File: config.mk
export PLATFORM = sky130hd
export DESIGN_NAME = lnpt_ram
export DESIGN_NICKNAME = d
export VERILOG_FILES = /design/src/sv/lnpt_ram.sv
export SDC_FILE = /design/constraint.sdc
export NUM_CORES = 1
export LEC_CHECK = 0
export CAP_MARGIN = 20
export CORE_AREA = 2 2 228 230
export CTS_BUF_LIST = sky130_fd_sc_hd__clkbuf_4
export CTS_CLUSTER_DIAMETER = 80
export DETAILED_ROUTE_END_ITERATION = 7
export DIE_AREA = 0 0 230 232
export DONT_BUFFER_PORTS = 1
export MAX_ROUTING_LAYER = met4
export PLACE_DENSITY = 0.67
export SYNTH_ARGS = -nofsm -noshare
export SYNTH_HDL_FRONTEND = slang
export SYNTH_SLANG_ARGS = --single-unit
File: constraint.sdc
create_clock -name clk -period 2.1 [get_ports clk]
set_clock_uncertainty 0.05 [all_clocks]
set_input_delay 0.42 -clock clk [delete_from_list [all_inputs] [get_ports clk]]
set_output_delay 0.42 -clock clk [all_outputs]
set_load 0.02 [all_outputs]
File: src/sv/lnpt_ram.sv
// Generic single-port-write, single-port-read RAM with a registered read.
// Width and depth are parameters; no dependencies.
module lnpt_ram #(
  parameter int WIDTH = 8,
  parameter int DEPTH = 64,
  localparam int AW = (DEPTH > 1) ? $clog2(DEPTH) : 1
) (
  input  logic             clk,
  input  logic             we,
  input  logic [AW-1:0]    waddr,
  input  logic [WIDTH-1:0] wdata,
  input  logic [AW-1:0]    raddr,
  output logic [WIDTH-1:0] rdata
);

  logic [WIDTH-1:0] mem [DEPTH];

  always_ff @(posedge clk) begin
    if (we) begin
      mem[waddr] <= wdata;
    end
    rdata <= mem[raddr];
  end

endmodule

==> impl_metrics.json <==
{
  "crit_type": "flop to flop",
  "r2r-end": "rdata[4]",
  "cts.path.max_buffers": 3,
  "max_slew.worst_pin.slew_ns": 0.8629,
  "synth_edf_count": 512,
  "clock_power_share": 0.389,
  "grt_overflow_total": 0,
  "cp-end-kind": "flop",
  "die_area_sq_um": 53360,
  "netlist_area_sq_um": 20170,
  "synth-seq-cells": 520,
  "syn_area_per_cell_sq_um": 21.45,
  "dp_slack_ns": -0.1645,
  "synth_mux_area_frac": 0.1594,
  "pwr-share-comb": 0.043,
  "htree_levels": 3,
  "ys_seq_area_frac": 0.7703,
  "critPathMaxFanout": 1,
  "nets": 1160,
  "final_area_sq_um": 23440,
  "min_period_over_period": 0.9606,
  "final_util": 0.4607,
  "yosysTopAreaCell": "edfxtp_1",
  "p_sw_mw": 4.374,
  "hp-class": "input port to flop",
  "ir_drop_mv": 0.3443,
  "rsz0062_at_grt": "false",
  "hp-start": "raddr[4]",
  "clk_pin_slew_ns": 0.07,
  "fin_total_pwr_mw": 20.33,
  "seq_area_sq_um": 15530,
  "yosysUniqueCellTypes": 40,
  "dpl_cell_area_sq_um": 21440,
  "synth_cells": 940,
  "fill_cells": 4305,
  "grt_pass1_wl_um": 67970,
  "power_density_nw_per_um2": 867.1,
  "die_h_um": 232,
  "synth_compound_area_frac": 0.02072,
  "drc": 0,
  "hpwl_um": 25370,
  "drive_gt1_frac": 0.3451,
  "min_period_ns": 2.017,
  "crit_path_top_delay_cell": "mux4_2",
  "coreArea_sq_um": 50890,
  "final_hold_viol_count": 0,
  "synth-simple-area-share": 0.03388,
  "antenna_left": 0,
  "critPathMaxStageDelay_ns": 0.46,
  "fp.dieW_um": 230,
  "cp_num_buf_inv": 0,
  "maxCapViolations": 0,
  "viasPerCell": 5.342,
  "critPathTopFamily": "multiplexers",
  "ys_dominant_reg_cell": "edfxtp_1",
  "firstDrtPassIters": 5,
  "min_to": "rdata[7]",
  "status": "finished clean",
  "drt_first_iter_violations": 1063,
  "setup_viol": 0,
  "slew_violations": 0,
  "yosys.area_share.adder": 0,
  "root_buffer": "clkbuf_4",
  "synth-warning-count": 0,
  "reg2reg_depth": 5,
  "cp.required_ns": 2.73,
  "ioPinCount": 30,
  "vias": 10300,
  "cts_num_sinks": 520,
  "synth_top_cell_area_share": 0.7624,
  "syn_to_final_growth_pct": 16.24,
  "antenna_found_initial": 1,
  "synthXorXnorAreaFrac": 0,
  "p_int_mw": 15.95,
  "gp_congestion": 0.7669,
  "fin_ws_ns": 0.08284,
  "finalWirelength_um": 45070,
  "grt_max_degree": 138,
  "p_leak_nw": 7.586,
  "cts_tree": "built",
  "startpoint_type": "flop",
  "grt_usage": 0.1784,
  "critPathArrivalTime_ns": 2.65,
  "timing.rr.start": "mem[25][4]",
  "post_drt_wl_per_cell_um": 23.37,
  "numPortBuffers": 0,
  "multiInputGateArea_sq_um": 4315,
  "postSynth.asyncResetShare": 0,
  "syn-num-nets": 962,
  "cts_made_buffers": 121,
  "start_util": 0.3963,
  "tns_ns": 0,
  "rows": 83,
  "crit_chain": "mux4_2 -> mux2_2 -> o221a_2 -> nor3_1 -> o32ai_1",
  "hold_depth": 3,
  "r2r_setup_slack_ns": 0.08,
  "clk_latency_ns": 0.82,
  "fmax_mhz": 495.7,
  "p_seq_frac": 0.568,
  "slew_headroom": 0.4229,
  "synth_top_family_by_area": "multiplexers",
  "sw_frac_of_total": 0.2152,
  "grt_pass1_vias": 10790,
  "synthTopCellsByArea": "edfxtp_1 (76%), mux4_2 (14%), nor2_1 (1.5%), mux2i_1 (1.1%), dfxtp_1 (0.79%)"
}
[layout make-up]
cell class                      count  area share
Sequential cell                   520      0.6627
Multi-Input combinational cell    369      0.1841
Clock buffer                      173     0.05540
Timing Repair Buffer              126     0.04964
Tap cell                          680     0.03630
Clock inverter                     55     0.01132
Antenna cell                        5   0.0005338
[timing repair]
item,CTS,global route
hold buffers,27,0
buffers inserted,0,0
resized for setup,1,0
endpoints found under the setup margin,1,0
endpoints found under the hold margin,584,0
[registers in the layout (all words and copies together), names as in the netlist]
signal / flops
mem: 512
rdata: 8
[cell families (layout without fill, tap and decap cells)]
kind of cell,after synthesis,after routing
flops,520,520
mux,162,162
simple gates,153,153
compound gates,54,54
buf+inv,51,354
other cells,0,5
[power by group through the flow]
stage / Combinational, mW / Sequential [mW] / Clock (mW)
6_report: 0.882 / 11.5 / 7.90
4_1_cts: 0.886 / 11.5 / 8.09
3_3_place_gp: 0.603 / 11.8 / 0
2_1_floorplan: 0.614 / 11.7 / 0
5_1_grt: 0.936 / 11.5 / 8.59
3_5_place_dp: 0.607 / 11.8 / 0
[Yosys cell counts (6+ instances only)]
master / n
a221oi_1: 6
buf_2: 11
buf_4: 13
clkbuf_1: 17
dfxtp_1: 8
edfxtp_1: 512
mux2_2: 13
mux2i_1: 23
mux4_2: 126
nand2_1: 19
nand2b_1: 7
nand3_1: 13
nor2_1: 83
nor2b_1: 14
nor3_1: 7
o221ai_1: 8
o22ai_1: 8
[routing by layer]
metal  share of wire  GRT usage  wire (um)  vias to the layer above
li1                -          -          -                     4432
met1            0.40     0.2236      18060                     5316
met2            0.49     0.2781      21860                      475
met3           0.086    0.04752       3878                       77
met4           0.028    0.07157       1266                        0
met5               0          -          0                        -
[how the worst max path moves through the flow]
stage	from	slack, ns	cells past startpoint	endpoint
after CTS	mem[35][7]	0.07	4	rdata[7]
after global routing	mem[25][4]	0.003	5	rdata[4]
after detailed placement	raddr[0]	-0.16	4	rdata[7]
final	mem[25][4]	0.08	5	rdata[4]
after floorplan	raddr[1]	0.02	7	rdata[3]
after global placement	raddr[0]	-0.16	4	rdata[7]
[through the flow]
stage                     instances  hold slack, ns
after floorplan                 940          0.4689
after global placement         1668          0.4775
after detailed placement       1668          0.4753
after CTS                      1923        0.002301
after global routing           1928         0.05118
final                          1928         0.07155
[worst min-delay path, stage by stage]
cell and delay [ns]:
mux4_2 0.23, o21ai_1 0.10, nand2_1 0.12
[cells in the final DEF, fill, tap and decap left out, types with 8 or more instances in the layout]
cell / synthesis / final
clkbuf_4: 0 / 173
edfxtp_1: 512 / 512
nand3_1: 13 / 13
dlygate4sd3_1: 0 / 18
buf_16: 0 / 8
nor2b_1: 14 / 14
o221ai_1: 8 / 8
clkinv_1: 0 / 48
mux4_2: 126 / 126
nor2_1: 83 / 83
dfxtp_1: 8 / 8
buf_4: 13 / 99
nand2_1: 19 / 19
o22ai_1: 8 / 8
mux2_2: 13 / 13
mux2i_1: 23 / 23
Note: power is estimated with default switching activity, not from simulation.
