==> src/sv/lnpt_pkg.sv <==
// Shared types and codes for the local network prefix table.
// Holds the item kinds, result status codes, the stored entry layout and the
// request layout. Used by lnpt_match, the top level and the checker; depends on nothing.
package lnpt_pkg;

  localparam int TABLE_ENTRIES_DEF = 64;

  typedef enum logic [1:0] {
    KIND_CLASSIFY = 2'd0,
    KIND_INSERT   = 2'd1,
    KIND_REMOVE   = 2'd2,
    KIND_UNUSED   = 2'd3
  } kind_t;

  localparam logic [3:0] ST_NEITHER    = 4'd0;
  localparam logic [3:0] ST_A          = 4'd1;
  localparam logic [3:0] ST_B          = 4'd2;
  localparam logic [3:0] ST_BOTH       = 4'd3;
  localparam logic [3:0] ST_FAMILY_ERR = 4'd4;
  localparam logic [3:0] ST_ADDED      = 4'd5;
  localparam logic [3:0] ST_DUPLICATE  = 4'd6;
  localparam logic [3:0] ST_FULL       = 4'd7;
  localparam logic [3:0] ST_REMOVED    = 4'd8;
  localparam logic [3:0] ST_NOT_FOUND  = 4'd9;

  // IPv4 networks live in the upper 32 bits of the high word.
  localparam logic [63:0] V4_HI_MASK = 64'hFFFF_FFFF_0000_0000;

  typedef struct packed {
    logic        valid;
    logic [7:0]  device;
    logic        is_ipv6;
    logic [63:0] net_hi;
    logic [63:0] net_lo;
    logic [7:0]  prefix_len;
  } entry_t;

  localparam int ENTRY_W = $bits(entry_t);

  typedef struct packed {
    logic [1:0]  kind;
    logic [7:0]  device;
    logic        a_is_ipv6;
    logic [63:0] a_hi;
    logic [63:0] a_lo;
    logic [7:0]  prefix_len;
    logic        b_is_ipv6;
    logic [63:0] b_hi;
    logic [63:0] b_lo;
  } req_t;

  typedef struct packed {
    logic ident;
    logic hit_a;
    logic hit_b;
    logic free;
  } match_t;

endpackage

==> src/sv/lnpt_match.sv <==
// Compares one stored entry against the current request.
// Gives identity, locality of A and B, and whether the slot is free.
// Depends on lnpt_pkg.
module lnpt_match (
  input  lnpt_pkg::entry_t entry,
  input  lnpt_pkg::req_t   req,
  output lnpt_pkg::match_t result
);
  import lnpt_pkg::*;

  localparam logic [63:0] ONES = '1;

  logic [7:0]  len_v6;
  logic [7:0]  len_v4;
  logic [6:0]  n_hi;
  logic [6:0]  n_lo;
  logic [63:0] mhi;
  logic [63:0] mlo;
  logic        sel;

  always_comb begin
    len_v6 = (entry.prefix_len > 8'd128) ? 8'd128 : entry.prefix_len;
    len_v4 = (entry.prefix_len > 8'd32) ? 8'd32 : entry.prefix_len;
    if (entry.is_ipv6) begin
      n_hi = (len_v6 > 8'd64) ? 7'd64 : len_v6[6:0];
      n_lo = (len_v6 > 8'd64) ? 7'(len_v6 - 8'd64) : 7'd0;
    end else begin
      n_hi = len_v4[6:0];
      n_lo = 7'd0;
    end
    // Top n bits set; a shift of 64 leaves all ones.
    mhi = ~(ONES >> n_hi);
    mlo = ~(ONES >> n_lo);

    sel = entry.valid && (entry.device == req.device) &&
          (entry.is_ipv6 == req.a_is_ipv6);

    result.hit_a = sel && (((req.a_hi ^ entry.net_hi) & mhi) == 64'd0) &&
                   (((req.a_lo ^ entry.net_lo) & mlo) == 64'd0);
    result.hit_b = sel && (((req.b_hi ^ entry.net_hi) & mhi) == 64'd0) &&
                   (((req.b_lo ^ entry.net_lo) & mlo) == 64'd0);
    result.ident = sel && (entry.prefix_len == req.prefix_len) &&
                   (entry.net_hi == req.a_hi) && (entry.net_lo == req.a_lo);
    result.free  = !entry.valid;
  end

endmodule

==> config.mk <==
export PLATFORM = sky130hd
export DESIGN_NAME = lnpt_match
export DESIGN_NICKNAME = d
export VERILOG_FILES = /design/src/sv/lnpt_pkg.sv /design/src/sv/lnpt_match.sv
export SDC_FILE = /design/constraint.sdc
export NUM_CORES = 1
export LEC_CHECK = 0
export BUFFER_PORTS_ARGS = -buffer_cell sky130_fd_sc_hd__buf_2
export CORE_AREA = 2 2 168 170
export DETAILED_ROUTE_END_ITERATION = 6
export DIE_AREA = 0 0 170 172
export PLACE_DENSITY = 0.5
export SYNTH_ARGS = -nofsm -noshare
export SYNTH_HDL_FRONTEND = slang
export SYNTH_SLANG_ARGS = --single-unit
==> constraint.sdc <==
create_clock -name vclk -period 4.35
set_input_delay 1.0875 -clock vclk [all_inputs]
set_output_delay 1.0875 -clock vclk [all_outputs]
set_load 0.02 [all_outputs]
==> results by group <==
CTS
  – Post-CTS Hold Buffers: 0

Finish
  – Share of layout cells above drive strength 1: 0.553
  – Fill cell total of the finished layout: 2913
  – Synthesis-to-finish area growth: 105%
  – Layout sequential cell count: 0
  – Register Area: 0 sq um
  – Layout Nets: 2213
  – Final core utilization: 0.484
  – Number of clock-tree buffers in the layout: 0
  – Multi-input gate area: 6770 sq um
  – Final non-filler cell total: 2136

Drt
  – Number of design-rule violations left by the first detailed-router iteration: 1372
  – First drt pass iteration count: 5
  – Detailed-route wire length per cell: 28.6 um
  – Antenna viol nets, final: 0
  – Detailed-route via count: 12000
  – Number of DRC violations after detailed routing: 0
  – Total routed wirelength: 61200 um
  – Via-per-instance ratio: 5.62

Logic synthesis
  – Syn_nets: 1372
  – Post-synthesis cell type count: 75
  – Yosys warning count: 0
  – Number of standard cells after synthesis: 950
  – Netlist Area Pre-Place: 6480 sq um
  – Sequential share of the synthesized area: 0
  – Mean cell area of the mapped netlist: 6.82 sq um

Floorplanning
  – Die Y-Extent: 172 um
  – Area enclosed by the die boundary: 29200 sq um
  – Top-level I/O count: 426
  – Total core area: 27500 sq um
  – Placement Rows: 61
  – Overall die width: 170 um
  – Initial core utilization: 0.236

Timing
  – Unrepaired setup endpoints after global routing: true
  – Final Cycle Share: 1.14
  – Setup TNS Final: -1.15 ns
  – Shortest clock period the worst path allows after layout: 4.96 ns
  – Max-slew violation count: 0
  – Count of final hold-check violations: 0
  – Worst Slack Setup Final: -0.609 ns
  – Count of endpoints failing setup in the final report: 3
  – Headroom to the max-slew limit: 0.306
  – Highest clock frequency the design can meet: 202 MHz
  – Hold slack: 2.44 ns
  – Tightest Pin Transition: 1.03 ns

Setup path
  – Maximum net fanout on the critical path: 11
  – CP Data Required Time: 3.26 ns
  – Worst path most repeated cell: sky130_fd_sc_hd__buf_4
  – Kind of cell adding the most delay to the critical path: buffers and inverters
  – Startpoint kind of the worst setup timing path: input pin
  – Cell-by-cell listing of the critical path: buf_6 -> buf_4 -> buf_4 -> nand2_1 -> o21ai_1 -> buf_4 -> nand2_1 -> buf_4 -> nor2_1 -> buf_4 -> nor4_4 -> buf_4 -> o2111ai_1 -> nor4_4 -> buf_4
  – Crit path largest cell delay: 0.78 ns
  – Worst endpoint data arrival time: 3.87 ns
  – Cell at the slowest stage of the critical path: sky130_fd_sc_hd__o21ai_1
  – Crit path capture type: output pin
  – Critical path class: input pin to output pin
  – Number of buffer and inverter instances along the worst setup path: 8

Placement
  – Final estimated routing congestion in global placement: 1.06
  – Inst Count DP: 2108
  – I/O Buffers: 423
  – Detailed placer's ending HPWL: 53400 um

Global route
  – First-pass GRT wire length: 81000 um
  – Initial antenna violation count: 2
  – Maximum number of pins on one net before global-route repair: 25
  – Tot GR Track Use: 0.392
  – Vias in the first global route: 11500
  – Overall overflow remaining after global route: 0

Power
  – Pwr/cell area: 129 nW/um^2
  – Leakage component of the power: 0.00612 uW
  – Power, Total: 1710 uW
  – Maximum vdd drop: 0.0000490 V

Run
  – Max cap viols: 0

Run status
  – Violated checks: setup timing
  – Status: complete, but fails checks

Hold path
  – Worst min-delay path class: input pin to output pin
## synth_stat cells (7+ instances only)
| library cell | count | area share |
|---|---|---|
| sky130_fd_sc_hd__nor3_1 | 28 | 0.022 |
| sky130_fd_sc_hd__o32ai_1 | 13 | 0.018 |
| sky130_fd_sc_hd__a2111oi_0 | 11 | 0.015 |
| sky130_fd_sc_hd__or4_1 | 8 | 0.0093 |
| sky130_fd_sc_hd__o21ai_0 | 52 | 0.040 |
| sky130_fd_sc_hd__nor2_1 | 60 | 0.035 |
| sky130_fd_sc_hd__o21a_1 | 7 | 0.0081 |
| sky130_fd_sc_hd__a211oi_1 | 18 | 0.021 |
| sky130_fd_sc_hd__nand2b_1 | 9 | 0.0087 |
| sky130_fd_sc_hd__and2_1 | 9 | 0.0087 |
| sky130_fd_sc_hd__buf_1 | 10 | 0.0058 |
| sky130_fd_sc_hd__a21oi_1 | 56 | 0.043 |
| sky130_fd_sc_hd__a32oi_1 | 7 | 0.0095 |
| sky130_fd_sc_hd__o221ai_1 | 7 | 0.0095 |
| sky130_fd_sc_hd__nand4_1 | 32 | 0.031 |
| sky130_fd_sc_hd__xnor2_1 | 148 | 0.20 |
| sky130_fd_sc_hd__and3_1 | 7 | 0.0068 |
| sky130_fd_sc_hd__inv_1 | 7 | 0.0041 |
| sky130_fd_sc_hd__a31oi_1 | 26 | 0.025 |
| sky130_fd_sc_hd__clkbuf_1 | 28 | 0.016 |
| sky130_fd_sc_hd__nand3_1 | 23 | 0.018 |
| sky130_fd_sc_hd__buf_2 | 16 | 0.012 |
| sky130_fd_sc_hd__o2111ai_1 | 11 | 0.015 |
| sky130_fd_sc_hd__a21o_1 | 7 | 0.0081 |
| sky130_fd_sc_hd__nor4_1 | 25 | 0.024 |
| sky130_fd_sc_hd__nand2_1 | 58 | 0.034 |
| sky130_fd_sc_hd__xor2_1 | 130 | 0.18 |
| sky130_fd_sc_hd__o22ai_1 | 17 | 0.016 |
## layout by cell type (no fill, tap or decap), types with 7 or more instances in the layout
cell type	count
sky130_fd_sc_hd__a211oi_1	10
sky130_fd_sc_hd__a211oi_2	7
sky130_fd_sc_hd__a21o_1	7
sky130_fd_sc_hd__a21oi_1	55
sky130_fd_sc_hd__a31oi_1	22
sky130_fd_sc_hd__a32oi_1	7
sky130_fd_sc_hd__and3_1	7
sky130_fd_sc_hd__buf_12	18
sky130_fd_sc_hd__buf_2	409
sky130_fd_sc_hd__buf_4	449
sky130_fd_sc_hd__buf_6	15
sky130_fd_sc_hd__inv_1	7
sky130_fd_sc_hd__nand2_1	56
sky130_fd_sc_hd__nand2b_1	9
sky130_fd_sc_hd__nand3_1	21
sky130_fd_sc_hd__nand4_1	32
sky130_fd_sc_hd__nor2_1	55
sky130_fd_sc_hd__nor3_1	25
sky130_fd_sc_hd__nor4_1	15
sky130_fd_sc_hd__nor4_2	8
sky130_fd_sc_hd__o2111ai_1	10
sky130_fd_sc_hd__o21a_1	7
sky130_fd_sc_hd__o21ai_0	43
sky130_fd_sc_hd__o21ai_1	8
sky130_fd_sc_hd__o221ai_1	7
sky130_fd_sc_hd__o22ai_1	12
sky130_fd_sc_hd__o32ai_1	11
sky130_fd_sc_hd__or4_4	7
sky130_fd_sc_hd__xnor2_1	148
sky130_fd_sc_hd__xor2_1	129
## cell families after synthesis
group,share of synthesized area
compound gates,0.312
buf+inv,0.0448
xor+xnor,0.376
simple gates,0.268
## per-stage QoR
stage	cell area (sq um)	setup slack, ns
detailed placement	12300	-1.12
finish	13300	-0.609
floorplan	6530	-0.0529
CTS	12700	-0.535
global placement	12300	-1.09
global route	13300	-0.627
## final timing paths
kind / start / end / slack, ns / cells past startpoint
setup / recovery: entry[4] / result[2] / -0.61 / 15
hold / removal: entry[145] / result[0] / 2.44 / 3
## metal layers
metal  part of all wire  track usage  vias up
met2               0.43        0.628      892
met4              0.056        0.160        0
met5                  0            0        -
met3               0.11       0.0744      173
met1               0.40        0.519     5656
li1                   -            -     5273
## worst min-delay path, delay by kind of cell
kind | cells | cell delay, ns
buffers and inverters | 3 | 0.27
## area by class of cell
type / instances / share of cell area
multi-input combinational: 884 / 0.509
timing repair buffer: 897 / 0.456
tap: 346 / 0.0325
inverter: 8 / 0.00226
antenna: 1 / 0.000188
## repair_timing
| item | 4_1_cts | 5_1_grt |
|---|---|---|
| setup endpoints to repair | 3 | 3 |
| hold endpoints to repair | 0 | 0 |
| buffers inserted | 4 | 20 |
| cloned | 0 | 3 |
| pin swaps | 12 | 32 |
| resized for setup | 82 | 80 |
## power breakdown
part	switching, uW	internal, uW	leakage, uW
combinational	919	791	0.00612
clock	0	0.0000660	0.00000000534
sequential	0	0	0
No activity file was read; power rests on OpenSTA's default activity.
